<file path="config.mk">
export PLATFORM = sky130hd
export DESIGN_NAME = ps2_mouse_device_responder
export DESIGN_NICKNAME = d
export VERILOG_FILES = /design/src/hw/rtl/ps2md_pkg.sv /design/src/hw/rtl/ps2_mouse_device_responder.sv
export SDC_FILE = /design/constraint.sdc
export NUM_CORES = 1
export LEC_CHECK = 0
export BUFFER_PORTS_ARGS = -buffer_cell sky130_fd_sc_hd__buf_2
export CORE_ASPECT_RATIO = 0.6
export CORE_MARGIN = 5
export CORE_UTILIZATION = 28
export DETAILED_ROUTE_END_ITERATION = 7
export GPL_TIMING_DRIVEN = 0
export PLACE_DENSITY = 0.48
export SLEW_MARGIN = 20
export SYNTH_ARGS = -nofsm -noshare
export SYNTH_HDL_FRONTEND = slang
export SYNTH_SLANG_ARGS = --single-unit
</file>
<file path="constraint.sdc">
create_clock -name clk -period 6.9 [get_ports clk]
set_input_delay 1.38 -clock clk [delete_from_list [all_inputs] [get_ports clk]]
set_output_delay 1.38 -clock clk [all_outputs]
set_load 0.03 [all_outputs]
</file>
<file path="src/hw/rtl/ps2md_pkg.sv">
`default_nettype none

package ps2md_pkg;

	// action codes (s_tuser)
	localparam logic [1:0] ACT_COMMAND = 2'd0;
	localparam logic [1:0] ACT_MOTION  = 2'd1;
	localparam logic [1:0] ACT_FLUSH   = 2'd2;

	// host opcodes
	localparam logic [7:0] OP_RESET    = 8'hff;
	localparam logic [7:0] OP_SETRATE  = 8'hf3;
	localparam logic [7:0] OP_GETID    = 8'hf2;
	localparam logic [7:0] OP_DEFAULTS = 8'hf6;
	localparam logic [7:0] OP_SCALE1   = 8'he6;
	localparam logic [7:0] OP_SETRES   = 8'he8;
	localparam logic [7:0] OP_STREAM   = 8'hea;
	localparam logic [7:0] OP_ENABLE   = 8'hf4;
	localparam logic [7:0] OP_NOP      = 8'h00;

	// device replies
	localparam logic [7:0] RP_ACK     = 8'hfa;
	localparam logic [7:0] RP_NACK    = 8'hfe;
	localparam logic [7:0] RP_READY   = 8'haa;
	localparam logic [7:0] RP_ID_BASE = 8'h00;
	localparam logic [7:0] RP_ID_EXPL = 8'h04;

	// values loaded by the defaults command
	localparam logic [7:0] DEF_RATE = 8'd100;
	localparam logic [7:0] DEF_RES  = 8'd4;

	localparam int MAX_REPLIES = 4;
	localparam int CNT_W       = $clog2(MAX_REPLIES + 1);

	// s_tdata layout, lowest bit first: command_byte, link_ready, motion_valid,
	// left_button, right_button, delta_x, delta_y, wheel_step, zero fill
	typedef struct packed {
		logic [5:0]        pad;
		logic signed [3:0] wheel_step;
		logic signed [8:0] delta_y;
		logic signed [8:0] delta_x;
		logic              right_button;
		logic              left_button;
		logic              motion_valid;
		logic              link_ready;
		logic [7:0]        command_byte;
	} item_t;

endpackage

`default_nettype wire

</file>
<file path="src/hw/rtl/ps2_mouse_device_responder.sv">
`default_nettype none

// Device side of a PS/2 wheel mouse (Explorer-style ID 4). Each input
// transaction carries an action in s_tuser: a host command byte, a motion
// report or a queue flush. Commands are answered with zero to three reply
// bytes, a motion report while reporting is enabled gives a 4-byte packet,
// and a flush drops any half-done two-byte command and a pending enable.
// Every reply byte leaves as one output transaction, with m_tlast set on
// the final byte caused by an input. An accepted input is held in the
// input register, then is decoded into a four-entry reply buffer that
// drains one byte per cycle while m_tready is high; the next input is
// decoded in the same cycle as the previous run's last byte is taken, and
// one more input can wait in the input register meanwhile. Throughput is
// thus set by the single-byte output port. Between input and first reply
// byte lie the input register and the reply buffer. Enable arms reporting
// only; it takes effect after the next motion report has been handled.
module ps2_mouse_device_responder (
	input  wire logic        clk,
	input  wire logic        arst_n,
	// input stream
	input  wire logic        s_tvalid,
	output logic             s_tready,
	// [7:0] command_byte, [8] link_ready, [9] motion_valid, [10] left_button,
	// [11] right_button, [20:12] delta_x, [29:21] delta_y, [33:30] wheel_step
	input  wire logic [39:0] s_tdata,
	// [1:0] action
	input  wire logic [1:0]  s_tuser,
	// reply stream
	output logic             m_tvalid,
	input  wire logic        m_tready,
	// [7:0] reply_byte
	output logic [7:0]       m_tdata,
	output logic             m_tlast
);

	// input register
	logic                  valid_s1;
	ps2md_pkg::item_t      item_s1;
	logic [1:0]            action_s1;

	// reply buffer: entry 0 is on the port
	logic [7:0]            reply_q [ps2md_pkg::MAX_REPLIES];
	logic [ps2md_pkg::CNT_W-1:0] count_q;

	// device state
	logic [7:0] pending_cmd_q;
	logic       pending_valid_q;
	logic       command_acked_q;
	logic [7:0] sample_rate_q;
	logic [7:0] resolution_q;
	logic       stream_mode_q;
	logic       enable_armed_q;
	logic       reporting_en_q;

	// decode results
	logic [7:0] rep [ps2md_pkg::MAX_REPLIES];
	logic [ps2md_pkg::CNT_W-1:0] rep_cnt;
	logic [7:0] pending_cmd_d;
	logic       pending_valid_d;
	logic       command_acked_d;
	logic [7:0] sample_rate_d;
	logic [7:0] resolution_d;
	logic       stream_mode_d;
	logic       enable_armed_d;
	logic       reporting_en_d;

	logic       buf_free;
	logic       load;
	logic       out_fire;
	logic [8:0] neg_dy;

	assign out_fire = m_tvalid && m_tready;
	// buffer can take a new run once the last byte of the current run is leaving
	assign buf_free = (count_q == '0) ||
		((count_q == ps2md_pkg::CNT_W'(1)) && m_tready);
	assign load     = valid_s1 && buf_free;
	assign s_tready = !valid_s1 || buf_free;

	assign m_tvalid = (count_q != '0);
	assign m_tdata  = reply_q[0];
	assign m_tlast  = (count_q == ps2md_pkg::CNT_W'(1));

	assign neg_dy = 9'd0 - item_s1.delta_y;

	// decode of the registered item against the current state
	always_comb begin
		for (int i = 0; i < ps2md_pkg::MAX_REPLIES; i++) begin
			rep[i] = ps2md_pkg::RP_ACK;
		end
		rep_cnt         = '0;
		pending_cmd_d   = pending_cmd_q;
		pending_valid_d = pending_valid_q;
		command_acked_d = command_acked_q;
		sample_rate_d   = sample_rate_q;
		resolution_d    = resolution_q;
		stream_mode_d   = stream_mode_q;
		enable_armed_d  = enable_armed_q;
		reporting_en_d  = reporting_en_q;

		case (action_s1)
			ps2md_pkg::ACT_COMMAND: begin
				if (pending_valid_q) begin
					// argument byte of set-rate / set-resolution
					if (pending_cmd_q == ps2md_pkg::OP_SETRATE) begin
						sample_rate_d = item_s1.command_byte;
					end else begin
						resolution_d = item_s1.command_byte;
					end
					pending_valid_d = 1'b0;
					pending_cmd_d   = '0;
					rep_cnt         = ps2md_pkg::CNT_W'(1);
				end else begin
					command_acked_d = 1'b1;
					case (item_s1.command_byte)
						ps2md_pkg::OP_RESET: begin
							rep[1]  = ps2md_pkg::RP_READY;
							rep[2]  = ps2md_pkg::RP_ID_BASE;
							rep_cnt = ps2md_pkg::CNT_W'(3);
						end
						ps2md_pkg::OP_DEFAULTS: begin
							sample_rate_d  = ps2md_pkg::DEF_RATE;
							resolution_d   = ps2md_pkg::DEF_RES;
							enable_armed_d = 1'b0;
							reporting_en_d = 1'b0;
							rep_cnt        = ps2md_pkg::CNT_W'(1);
						end
						ps2md_pkg::OP_SETRATE, ps2md_pkg::OP_SETRES: begin
							pending_cmd_d   = item_s1.command_byte;
							pending_valid_d = 1'b1;
							rep_cnt         = ps2md_pkg::CNT_W'(1);
						end
						ps2md_pkg::OP_GETID: begin
							rep[0]  = ps2md_pkg::RP_ID_EXPL;
							rep_cnt = ps2md_pkg::CNT_W'(1);
						end
						ps2md_pkg::OP_SCALE1, ps2md_pkg::OP_NOP: begin
							rep_cnt = ps2md_pkg::CNT_W'(1);
						end
						ps2md_pkg::OP_STREAM: begin
							stream_mode_d = 1'b1;
							rep_cnt       = ps2md_pkg::CNT_W'(1);
						end
						ps2md_pkg::OP_ENABLE: begin
							enable_armed_d = 1'b1;
							reporting_en_d = 1'b0;
							rep[0]  = item_s1.link_ready ? ps2md_pkg::RP_ACK
							                             : ps2md_pkg::RP_NACK;
							rep_cnt = ps2md_pkg::CNT_W'(1);
						end
						default: begin
							// unknown opcode: silent, not acked
							command_acked_d = 1'b0;
						end
					endcase
				end
			end
			ps2md_pkg::ACT_MOTION: begin
				if (reporting_en_q && item_s1.motion_valid) begin
					rep[0] = {2'b00,
						(!item_s1.delta_y[8]) && (item_s1.delta_y != 9'd0),
						item_s1.delta_x[8],
						1'b1, 1'b0,
						item_s1.right_button,
						item_s1.left_button};
					rep[1] = item_s1.delta_x[7:0];
					rep[2] = neg_dy[7:0];
					if (item_s1.wheel_step == 4'sd1) begin
						rep[3] = 8'h01;
					end else if (item_s1.wheel_step == -4'sd1) begin
						rep[3] = 8'h0f;
					end else begin
						rep[3] = 8'h00;
					end
					rep_cnt = ps2md_pkg::CNT_W'(4);
				end
				// armed enable goes live after this report
				if (enable_armed_q) begin
					enable_armed_d = 1'b0;
					reporting_en_d = 1'b1;
				end
			end
			ps2md_pkg::ACT_FLUSH: begin
				pending_valid_d = 1'b0;
				pending_cmd_d   = '0;
				command_acked_d = 1'b0;
				enable_armed_d  = 1'b0;
			end
			default: begin
				// reserved action: ignored
			end
		endcase
	end

	// control
	always_ff @(posedge clk or negedge arst_n) begin
		if (!arst_n) begin
			valid_s1        <= 1'b0;
			count_q         <= '0;
			pending_cmd_q   <= '0;
			pending_valid_q <= 1'b0;
			command_acked_q <= 1'b0;
			sample_rate_q   <= '0;
			resolution_q    <= '0;
			stream_mode_q   <= 1'b0;
			enable_armed_q  <= 1'b0;
			reporting_en_q  <= 1'b0;
		end else begin
			if (s_tready) begin
				valid_s1 <= s_tvalid;
			end
			if (load) begin
				count_q         <= rep_cnt;
				pending_cmd_q   <= pending_cmd_d;
				pending_valid_q <= pending_valid_d;
				command_acked_q <= command_acked_d;
				sample_rate_q   <= sample_rate_d;
				resolution_q    <= resolution_d;
				stream_mode_q   <= stream_mode_d;
				enable_armed_q  <= enable_armed_d;
				reporting_en_q  <= reporting_en_d;
			end else if (out_fire) begin
				count_q <= count_q - ps2md_pkg::CNT_W'(1);
			end
		end
	end

	// payload
	always_ff @(posedge clk) begin
		if (s_tready && s_tvalid) begin
			item_s1   <= ps2md_pkg::item_t'(s_tdata);
			action_s1 <= s_tuser;
		end
		if (load) begin
			for (int i = 0; i < ps2md_pkg::MAX_REPLIES; i++) begin
				reply_q[i] <= rep[i];
			end
		end else if (out_fire) begin
			for (int i = 0; i < ps2md_pkg::MAX_REPLIES - 1; i++) begin
				reply_q[i] <= reply_q[i+1];
			end
		end
	end

	// checks
	a_count_range: assert property (@(posedge clk) disable iff (!arst_n)
		count_q <= ps2md_pkg::CNT_W'(ps2md_pkg::MAX_REPLIES))
		else $error("reply count out of range");

	a_pending_op: assert property (@(posedge clk) disable iff (!arst_n)
		pending_valid_q |-> ((pending_cmd_q == ps2md_pkg::OP_SETRATE) ||
		                     (pending_cmd_q == ps2md_pkg::OP_SETRES)) && command_acked_q)
		else $error("pending command is not an acked two-byte opcode");

	a_arm_excl: assert property (@(posedge clk) disable iff (!arst_n)
		enable_armed_q |-> !reporting_en_q)
		else $error("enable armed while reporting already enabled");

	a_load_out: assert property (@(posedge clk) disable iff (!arst_n)
		(load && (rep_cnt != '0)) |=> m_tvalid)
		else $error("decoded replies not presented");

	a_stream_sticky: assert property (@(posedge clk) disable iff (!arst_n)
		stream_mode_q |=> stream_mode_q)
		else $error("stream mode cleared");

endmodule

`default_nettype wire
</file>
==> results.json <==
{
  "fillCellCount": 1125,
  "relSlewSlack_pct": 39.6,
  "vias_per_cell": 4.73,
  "routed-via-count": 2170,
  "slew_violations": 0,
  "coreArea_um2": 11200,
  "min_path_type": "flop to flop",
  "grt_pass1_vias": 2223,
  "cts_tree": "done",
  "crit_fanout": 7,
  "dp_slack_ps": 3610,
  "fp.dieH_um": 92.7,
  "synthCells": 248,
  "syn-num-nets": 302,
  "rsz0062_at_grt": "false",
  "cp-end-kind": "primary output",
  "crit_chain": "buf_2 > nand2_1 > nand3_1 > buf_2",
  "critPathKind": "input pin to primary output",
  "synth-compound-area-share_pct": 11.4,
  "numCtsBuffers": 9,
  "start_util_pct": 28.4,
  "ys_warn_count": 0,
  "ir_drop_mv": 0.158,
  "cp.arrival_ps": 1910,
  "finalCriticalPeriod_ps": 3290,
  "setup_tns_ps": 0,
  "synth.cell_area_um2": 3190,
  "drt-total-wl_um": 7620,
  "insertion_delay_ps": 340,
  "final-setup-viol-count": 0,
  "cp-start-kind": "input pin",
  "clkSinkCount": 71,
  "drive_gt1_share_pct": 25.7,
  "post-route-period-util_pct": 47.7,
  "synth-xor-area-share_pct": 0.824,
  "drc_errors": 0,
  "cts_resized": 0,
  "grt_max_degree": 29,
  "rr_startpoint": "action_s1[1]$_DFFE_PP_",
  "clock-root-buffer": "clkbuf_16",
  "rows": 30,
  "ioPinCount": 57,
  "whs_path_depth": 2,
  "grt_pass1_wl_um": 12200,
  "synth-async-reset-ratio_pct": 9.86,
  "outcome": "finished clean",
  "syn_avg_cell_area_um2": 12.9,
  "slowest_stage": "buf_2",
  "dieArea_um2": 13700,
  "synth_top_family_by_area": "simple AND/OR/NAND/NOR gates",
  "synth.area.mux_share_pct": 1.69,
  "htreeDepth": 3,
  "power_density_nw_per_um2": 404,
  "hold_start": "reply_q[2][2]$_DFFE_PP_",
  "synthSimpleGateAreaFrac_pct": 15.4,
  "postCtsSetupBuffers": 0,
  "io_buffers": 50,
  "dieWidth_um": 148,
  "cp.required_ps": 5520,
  "routabilityCongestion": 0.838,
  "synth-edff-count": 64,
  "final_common_cell": "edfxtp_1",
  "post_drt_wl_per_cell_um": 16.6,
  "antenna_found_initial": 0,
  "worst_pin_slew_ps": 903,
  "ant_nets": 0,
  "ys_ff_latch": 71,
  "synth_seq_area_share_pct": 65.7,
  "cts.clk_slew.worst_paths_ps": 60,
  "worstReg2RegEnd": "reply_q[0][1]$_DFFE_PP_",
  "synth.distinct_cells": 51,
  "min_to": "reply_q[1][2]$_DFFE_PP_",
  "p_leak_nw": 1.39,
  "max_stage_delay_ps": 210,
  "diodes": 0,
  "track_usage_pct": 11.8,
  "reg2reg_depth": 8,
  "finalNetCount": 364,
  "cts_hold_buf": 0,
  "hpwl_um": 5610,
  "hold_viol": 0,
  "final_cell_mix": "64 x edfxtp_1, 51 x buf_2, 19 x nand2_1, 17 x nor2_1, 14 x a21oi_1",
  "fmax_mhz": 304,
  "maxCapViolations": 0,
  "synth_adder_area_share_pct": 3.14,
  "r2r_slack_ps": 4140,
  "grt-ovfl-total": 0,
  "finalPower_mw": 1.59,
  "yosys_most_used_dff": "edfxtp_1",
  "crit_top_cell": "buf_2",
  "first_pass_iters": 4,
  "clock-skew-final_ps": 10.7,
  "drtIter0Drc": 118,
  "cts_buffer_depth": 2,
  "syn_to_final_growth_pct": 23.1,
  "worst_slack_ps": 3610
}
worst max-delay path: cells and delay by family:
family                 cells  cell delay (ps)
and+or+nand+nor            2              170
buffers and inverters      2              360
sequential cells by signal, summed over array words and instances (netlist names):
| register | cells |
|---|---|
| action_s1 | 2 |
| count_q | 3 |
| enable_armed_q | 1 |
| item_s1 | 34 |
| pending_valid_q | 1 |
| reply_q | 28 |
| reporting_en_q | 1 |
| valid_s1 | 1 |
logic make-up (layout without fill, tap and decap cells):
| family | after synthesis | count (layout) |
|---|---|---|
| flip-flops | 71 | 71 |
| XOR/XNOR | 3 | 3 |
| buffers and inverters | 15 | 82 |
| adder cells (fa/ha/maj) | 8 | 8 |
| AO/OA/AOI/OAI | 54 | 54 |
| AND/OR/NAND/NOR | 92 | 92 |
| multiplexers | 5 | 5 |
power breakdown:
part	internal (mW)	total, mW	switching (mW)
Clock	0.254	0.441	0.188
Combinational	0.145	0.453	0.308
Sequential	0.630	0.690	0.0603
Total	1.03	1.59	0.556
routing by layer:
metal | global-route usage (%) | share of wire (%) | vias up
met5 | 0 | 0 | -
met4 | 3.23 | 1.1 | 0
met3 | 4.60 | 7.4 | 10
met2 | 13.9 | 36 | 65
met1 | 19.0 | 55 | 1015
li1 | - | - | 1080
layout make-up:
class	count	area (um2)	share of cell area (%)
Sequential cell	71	2100	53.4
Tap cell	144	180	4.59
Timing Repair Buffer	51	270	6.88
Clock buffer	10	239	6.09
Inverter	10	37.5	0.956
Clock inverter	6	43.8	1.12
Multi-Input combinational cell	162	1040	26.5
Buffer	5	20.0	0.510
Yosys cell counts, types with 4 or more instances:
cell type  number  share of area, %
dfrtp_1         7               5.5
a21oi_1        14               2.2
edfxtp_1       64                60
clkbuf_1        4              0.47
inv_1           9               1.1
nor4_1          4              0.78
nand2b_1        9               1.8
a31oi_1         4              0.78
nand2_1        19               2.2
ha_1            8               3.1
nand3_1         9               1.4
nor3_1          7               1.1
and3_1          4              0.78
nor2_1         17               2.0
o21ai_0         9               1.4
o31ai_1         6               1.4
through the flow:
stage               util [%]  cells  hold WS (ps)  instance area, um2
floorplan                  -    248           482                3190
CTS                     35.0    459           511                3930
finish                  35.0    459           508                3930
detailed placement      32.5    443           496                3640
global route            35.0    459           536                3930
global placement        32.3    442           496                3620
worst max-delay path by stage:
stage             start                    end  cells after the start
3_5_place_dp   m_tready               s_tready                      4
6_report       m_tready               s_tready                      4
5_1_grt        m_tready               s_tready                      4
3_3_place_gp   m_tready  item_s1[31]$_DFFE_PP_                      4
4_1_cts        m_tready               s_tready                      4
2_1_floorplan  m_tready               s_tready                      2
Note: power is estimated with default switching activity, not from simulation.
